--- config.mk ---
export PLATFORM = sky130hd
export DESIGN_NAME = header_locked_sample_deframer_top
export DESIGN_NICKNAME = d
export VERILOG_FILES = /design/src/hw/rtl/hlsd_pkg.sv /design/src/hw/rtl/header_locked_sample_deframer_top.sv
export SDC_FILE = /design/constraint.sdc
export NUM_CORES = 1
export LEC_CHECK = 0
export BUFFER_PORTS_ARGS = -buffer_cell sky130_fd_sc_hd__buf_4
export CAP_MARGIN = 25
export CORE_MARGIN = 2
export CORE_UTILIZATION = 55
export DETAILED_ROUTE_END_ITERATION = 8
export MAX_ROUTING_LAYER = met4
export PLACE_DENSITY = 0.77
export REMOVE_ABC_BUFFERS = 1
export SLEW_MARGIN = 15
export SYNTH_ARGS = -nofsm -noshare
export SYNTH_HDL_FRONTEND = slang
export SYNTH_SLANG_ARGS = --single-unit
export TNS_END_PERCENT = 50
--- constraint.sdc ---
create_clock -name clk -period 10.1 [get_ports clk]
set_clock_uncertainty 0.2 [all_clocks]
set_input_delay 1.515 -clock clk [delete_from_list [all_inputs] [get_ports clk]]
set_output_delay 1.515 -clock clk [all_outputs]
set_load 0.005 [all_outputs]
--- src/hw/rtl/hlsd_pkg.sv ---
`timescale 1ns / 1ps
// hlsd_pkg: shared constants and types for the header-locked sample deframer
// no dependencies

package hlsd_pkg;

    localparam int LOOKAHEAD_FRAMES = 4;
    localparam int FRAME_BYTES      = 4;
    localparam int WIN_BYTES        = FRAME_BYTES * LOOKAHEAD_FRAMES;
    localparam int FILL_W           = $clog2(WIN_BYTES + 1);
    localparam int MAX_BLOCK        = 4096;
    localparam int FRAME_CNT_W      = $clog2(MAX_BLOCK);
    localparam int FPB_W            = FRAME_CNT_W + 1;
    localparam int CFG_INDEX_W      = 1;
    localparam int CFG_DATA_W       = FPB_W;

    localparam logic [7:0]       HEADER_RESET = 8'h55;
    localparam logic [FPB_W-1:0] FPB_RESET    = FPB_W'(512);

    typedef enum logic [CFG_INDEX_W-1:0] {
        CFG_HEADER_VALUE     = 1'b0,
        CFG_FRAMES_PER_BLOCK = 1'b1
    } cfg_index_t;

    typedef enum logic [1:0] {
        POS_HEADER  = 2'd0,
        POS_CUR_HI  = 2'd1,
        POS_CUR_LO  = 2'd2,
        POS_TEMP    = 2'd3
    } frame_pos_t;

    typedef struct packed {
        logic [15:0]            sensor_current;
        logic [7:0]             temperature;
        logic [FRAME_CNT_W-1:0] frame_index;
        logic                   block_last;
        logic [15:0]            block_max;
    } result_t;

endpackage

--- src/hw/rtl/header_locked_sample_deframer_top.sv ---
`timescale 1ns / 1ps
// header_locked_sample_deframer_top: frame-sync deframer with lookahead window
// output: each frame's result is registered, into the skid entry if the output stalls
// throughput: one byte request per cycle unless both result entries hold results;
// a two-entry result buffer keeps intake running while one result waits on the output
// reset: asynchronous active-low, clears control state and restores register defaults
// depends on hlsd_pkg

module header_locked_sample_deframer_top
    import hlsd_pkg::*;
(
    input  logic                   clk,
    input  logic                   rst_n,
    input  logic                   cfg_write,
    input  logic [CFG_INDEX_W-1:0] cfg_index,
    input  logic [CFG_DATA_W-1:0]  cfg_data,
    input  logic                   in_valid,
    output logic                   in_ready,
    input  logic [7:0]             rx_byte,
    output logic                   out_valid,
    input  logic                   out_ready,
    output logic [15:0]            sensor_current,
    output logic [7:0]             temperature,
    output logic [FRAME_CNT_W-1:0] frame_index,
    output logic                   block_last,
    output logic [15:0]            block_max
);

    logic [7:0]             header_reg;
    logic [FPB_W-1:0]       fpb_reg;
    logic [7:0]             window_reg [WIN_BYTES];
    logic [FILL_W-1:0]      fill_reg;
    logic                   locked_reg;
    frame_pos_t             pos_reg;
    logic [FRAME_CNT_W-1:0] cnt_reg;
    logic [7:0]             cur_hi_reg;
    logic [7:0]             cur_lo_reg;
    logic [15:0]            max_reg;
    logic                   out_valid_reg;
    result_t                out_reg;
    logic                   skid_valid_reg;
    result_t                skid_reg;

    logic                   accept;
    logic                   full;
    logic                   match;
    logic                   lock_now;
    logic                   active;
    frame_pos_t             pos;
    logic [FRAME_CNT_W-1:0] cnt;
    logic [15:0]            max_cur;
    logic [15:0]            cur;
    logic [15:0]            max_new;
    logic [FRAME_CNT_W-1:0] lim_m1;
    logic                   last;
    logic                   emit;
    result_t                res;
    logic [7:0]             leaving;

    logic                   locked_next;
    frame_pos_t             pos_next;
    logic [FRAME_CNT_W-1:0] cnt_next;
    logic [15:0]            max_next;

    assign accept   = in_valid && in_ready;
    assign in_ready = !skid_valid_reg;
    assign full     = (fill_reg == FILL_W'(WIN_BYTES));
    assign leaving  = window_reg[0];

    always_comb
    begin
        match = 1'b1;
        for (int f = 0; f < LOOKAHEAD_FRAMES; f++)
        begin
            if (window_reg[f * FRAME_BYTES] != header_reg)
            begin
                match = 1'b0;
            end
        end
    end

    always_comb
    begin
        if (fpb_reg == '0)
        begin
            lim_m1 = '0;
        end
        else if (fpb_reg > FPB_W'(MAX_BLOCK))
        begin
            lim_m1 = FRAME_CNT_W'(MAX_BLOCK - 1);
        end
        else
        begin
            lim_m1 = FRAME_CNT_W'(fpb_reg - FPB_W'(1));
        end
    end

    assign lock_now = !locked_reg && match;
    assign active   = locked_reg || match;
    assign pos      = lock_now ? POS_HEADER : pos_reg;
    assign cnt      = lock_now ? '0 : cnt_reg;
    assign max_cur  = lock_now ? '0 : max_reg;
    assign cur      = {cur_hi_reg, cur_lo_reg};
    assign max_new  = (cur > max_cur) ? cur : max_cur;
    assign last     = (cnt >= lim_m1);
    assign emit     = accept && full && active && (pos == POS_TEMP);

    always_comb
    begin
        res.sensor_current = cur;
        res.temperature    = leaving;
        res.frame_index    = cnt;
        res.block_last     = last;
        res.block_max      = max_new;
    end

    // frame tracking for the byte leaving the window
    always_comb
    begin
        locked_next = locked_reg;
        pos_next    = pos_reg;
        cnt_next    = cnt_reg;
        max_next    = max_reg;
        if (accept && full && active)
        begin
            locked_next = 1'b1;
            cnt_next    = cnt;
            max_next    = max_cur;
            pos_next    = frame_pos_t'(pos + 2'd1);
            if (pos == POS_TEMP)
            begin
                if (last)
                begin
                    locked_next = 1'b0;
                    cnt_next    = '0;
                    max_next    = '0;
                    pos_next    = POS_HEADER;
                end
                else
                begin
                    cnt_next = cnt + FRAME_CNT_W'(1);
                    max_next = max_new;
                end
            end
        end
    end

    always_ff @(posedge clk or negedge rst_n)
    begin
        if (!rst_n)
        begin
            header_reg <= HEADER_RESET;
            fpb_reg    <= FPB_RESET;
        end
        else if (cfg_write)
        begin
            unique case (cfg_index_t'(cfg_index))
                CFG_HEADER_VALUE:     header_reg <= cfg_data[7:0];
                CFG_FRAMES_PER_BLOCK: fpb_reg    <= cfg_data;
                default:              ;
            endcase
        end
    end

    always_ff @(posedge clk or negedge rst_n)
    begin
        if (!rst_n)
        begin
            fill_reg   <= '0;
            locked_reg <= 1'b0;
            pos_reg    <= POS_HEADER;
            cnt_reg    <= '0;
            max_reg    <= '0;
        end
        else
        begin
            if (accept && !full)
            begin
                fill_reg <= fill_reg + FILL_W'(1);
            end
            locked_reg <= locked_next;
            pos_reg    <= pos_next;
            cnt_reg    <= cnt_next;
            max_reg    <= max_next;
        end
    end

    // window shift line and captured current bytes
    always_ff @(posedge clk)
    begin
        if (accept)
        begin
            for (int i = 0; i < WIN_BYTES - 1; i++)
            begin
                window_reg[i] <= window_reg[i + 1];
            end
            window_reg[WIN_BYTES - 1] <= rx_byte;
            if (full && active && (pos == POS_CUR_HI))
            begin
                cur_hi_reg <= leaving;
            end
            if (full && active && (pos == POS_CUR_LO))
            begin
                cur_lo_reg <= leaving;
            end
        end
    end

    // two-entry result buffer
    always_ff @(posedge clk or negedge rst_n)
    begin
        if (!rst_n)
        begin
            out_valid_reg  <= 1'b0;
            skid_valid_reg <= 1'b0;
        end
        else if (out_valid_reg && out_ready)
        begin
            if (skid_valid_reg)
            begin
                out_valid_reg  <= 1'b1;
                skid_valid_reg <= 1'b0;
            end
            else
            begin
                out_valid_reg <= emit;
            end
        end
        else if (out_valid_reg)
        begin
            if (emit)
            begin
                skid_valid_reg <= 1'b1;
            end
        end
        else
        begin
            out_valid_reg <= emit;
        end
    end

    always_ff @(posedge clk)
    begin
        if (out_valid_reg && out_ready)
        begin
            if (skid_valid_reg)
            begin
                out_reg <= skid_reg;
            end
            else if (emit)
            begin
                out_reg <= res;
            end
        end
        else if (out_valid_reg)
        begin
            if (emit)
            begin
                skid_reg <= res;
            end
        end
        else if (emit)
        begin
            out_reg <= res;
        end
    end

    assign out_valid      = out_valid_reg;
    assign sensor_current = out_reg.sensor_current;
    assign temperature    = out_reg.temperature;
    assign frame_index    = out_reg.frame_index;
    assign block_last     = out_reg.block_last;
    assign block_max      = out_reg.block_max;

endmodule
==> impl_metrics.tcl <==
set metrics [dict create \
    hold_end "window_reg[0][3]$_DFFE_PP_" \
    synthSimpleGateAreaFrac_pct 8.68 \
    synth_edf_count 250 \
    r2r_start "window_reg[0][33]$_DFFE_PP_" \
    insertion_delay_ps 550 \
    cp-start-kind "flop" \
    fin_util_pct 64.0 \
    status "completed" \
    grt_pass1_wl_mm 37.8 \
    drive_gt1_share_pct 19.6 \
    io_pins 82 \
    ys_ff_latch 309 \
    instances_no_fill 1304 \
    synthArstFlopShare_pct 19.1 \
    reg2reg_to "max_reg[1]$_DFFE_PN0P_" \
    cap_violations 0 \
    startpoint "window_reg[0][33]$_DFFE_PP_" \
    cts_buffer_depth 3 \
    synth_top_family_by_area "compound AO/OA/AOI/OAI gates" \
    post_cts_buffers 0 \
    max_freq_ghz 0.185 \
    pwr-share-clk_pct 40.3 \
    syn_inst 871 \
    first_global_vias 7076 \
    clk_pin_slew_worst_paths_ps 60 \
    cts_buffers 31 \
    p_sw_share_pct 22.3 \
    ir_worst_vdd_uv 181 \
    detail-route-antenna-nets 0 \
    setup_viol 0 \
    wl_mm 24.0 \
    powerDensity_nw_per_um2 189 \
    yosys-mux-area-fraction_pct 5.09 \
    core_area_sq_um 23300 \
    antenna_found_initial 0 \
    drt_iter0_markers 674 \
    htreeDepth 1 \
    cts.repair.resized 0 \
    required_ps 10380 \
    drv_slew 0 \
    worst_slew_pin_slew_ps 874 \
    dp_hpwl_mm 15.3 \
    p_int_w 0.00219 \
    synthAdderAreaFrac_pct 3.47 \
    ys.flop_type "edfxtp_1" \
    antennaDiodeCount 0 \
    min_period_ps 5400 \
    largest_register_ffs 128 \
    worstPathArrival_ps 5690 \
    slew_headroom_pct 41.6 \
    cts_tree "done" \
    combPwrFrac_pct 6.2 \
    p_switching_w 0.000627 \
    dieArea_sq_um 24700 \
    die_y_um 157 \
    gp_congestion 0.820 \
    synth_compound_area_share_pct 9.56 \
    end_kind "flop" \
    grt_usage_pct 20.0 \
    ctsHoldBuffers 0 \
    vias 7421 \
    drc 0 \
    n_fill_cell 1702 \
    ys_seq_area_share_pct 69.6 \
    wire_per_inst_um 18.4 \
    critical_path.max_fanout 37 \
    reg2regPathDepth 13 \
    hold_viol_final 0 \
    overflow 0 \
    final_nets 1023 \
    rsz0062_at_grt "false" \
    hold_depth 0 \
    drt_pass1_iterations 5 \
    grt_max_degree 95 \
    chipWidth_um 157 \
    p_seq_share_pct 53.5 \
    start_util_pct 55.5 \
    cts_root_buffer "clkbuf_16" \
    hold_slack_ps 201 \
    hp-start "window_reg[0][11]$_DFFE_PP_" \
    row_count 56 \
    io_buffer_count 81 \
    critPathKind "reg -> reg" \
    ys_types 64 \
    final.period_utilization_pct 53.5 \
    cts.sinks 309 \
    r2r_slack_ps 4700 \
    routed_via_density 5.69 \
    p_leak_nw 6.01 \
    syn-mean-instance-area_sq_um 14.8 \
    synth_xor_area_share_pct 1.15 \
    dp.cells 1244 \
    netlist_area_sq_um 12900 \
    yosysWarnings 0 \
    area_delta_synth_final_pct 15.2 \
    holdCritPathClass "reg -> reg" \
]
[cells in the final DEF (no fill, tap or decap), drive strengths merged, types with 15 or more instances in the layout]
cell    synthesis  layout
edfxtp        250     250
buf            12      90
nand2          65      65
dfrtp          54      54
nor2           47      47
o21ai          43      43
mux2i          41      41
clkbuf         21      37
ha             35      35
inv            32      33
mux2           22      22
nor3           21      21
a21oi          19      19
a22o           18      18
o21a           16      16
and2           15      15
o22a           15      15
[power by group through the flow]
| stage | logic (W) | registers (W) | clock network, W |
|---|---|---|---|
| 6_report | 0.000175 | 0.00151 | 0.00113 |
| 5_1_grt | 0.000194 | 0.00151 | 0.00121 |
| 4_1_cts | 0.000174 | 0.00151 | 0.00115 |
| 3_5_place_dp | 0.000174 | 0.00153 | 0 |
| 3_3_place_gp | 0.000165 | 0.00153 | 0 |
| 2_1_floorplan | 0.000122 | 0.00152 | 0 |
[cell usage after synthesis (all sizes together) (12+ instances only)]
library cell,n,area (sq um)
buf,12,114
clkbuf,21,82.6
a22o,18,158
o21ai,43,215
o22a,15,131
nand2,65,244
edfxtp,250,7510
o21a,16,120
xnor2,14,123
mux2,22,248
a21oi,19,98.9
nand3,14,87.6
inv,32,120
nor3,21,116
ha,35,438
and2,15,93.8
a221oi,12,149
nor2,47,193
and3,14,87.6
dfrtp,54,1350
mux2i,41,410
[final cells by class]
cell class                      count  area, sq um  share of cell area [%]
Timing Repair Buffer               90          721                    4.84
Multi-Input combinational cell    497         3630                    24.4
Clock buffer                       37          818                    5.50
Sequential cell                   309         8990                    60.4
Tap cell                          319          399                    2.68
Inverter                           32          120                   0.807
Clock inverter                     20          206                    1.39
[worst max-delay path by stage]
stage                              to  slack [ps]
2_1_floorplan   skid_reg[0]$_DFFE_PP_       -1620
3_3_place_gp   skid_reg[44]$_DFFE_PP_        4590
3_5_place_dp   skid_reg[35]$_DFFE_PP_        4460
4_1_cts        max_reg[1]$_DFFE_PN0P_        4750
5_1_grt        max_reg[1]$_DFFE_PN0P_        4210
6_report       max_reg[1]$_DFFE_PN0P_        4700
[routing by layer]
metal	track usage, %	up-vias	part of all wire [%]
met4	5.37	0	2.3
li1	-	3502	-
met2	30.6	225	47
met1	28.2	3648	45
met5	-	-	0
met3	3.19	46	5.6
[cells by family after synthesis]
group,count (synthesis)
AND/OR/NAND/NOR,216
AO/OA/AOI/OAI,165
flip-flops,309
buffers and inverters,65
XOR/XNOR,17
multiplexers,63
adder cells (fa/ha/maj),36
[per-stage QoR]
| stage | area, sq um | setup TNS [ps] | total power [W] | setup WS, ps |
|---|---|---|---|---|
| 5_1_grt | 14900 | 0 | 0.00291 | 4210 |
| 3_5_place_dp | 13800 | 0 | 0.00170 | 4460 |
| 4_1_cts | 14800 | 0 | 0.00283 | 4750 |
| 6_report | 14900 | 0 | 0.00281 | 4700 |
| 2_1_floorplan | 12700 | -98320 | 0.00164 | -1620 |
| 3_3_place_gp | 13800 | 0 | 0.00169 | 4590 |
[critical path, cell delays in order (launching register included)]
cell and delay, ps:
edfxtp_1 410, nor4_1 300, mux2i_1 160, nor4_4 450, nand3_2 670, and2_1 450
ha_1 310, a211oi_1 250, nor2_1 80, nor3_1 450, a21boi_1 510, inv_1 270
nor3_4 610, a22o_1 230
No activity file was read; power rests on OpenSTA's default activity.
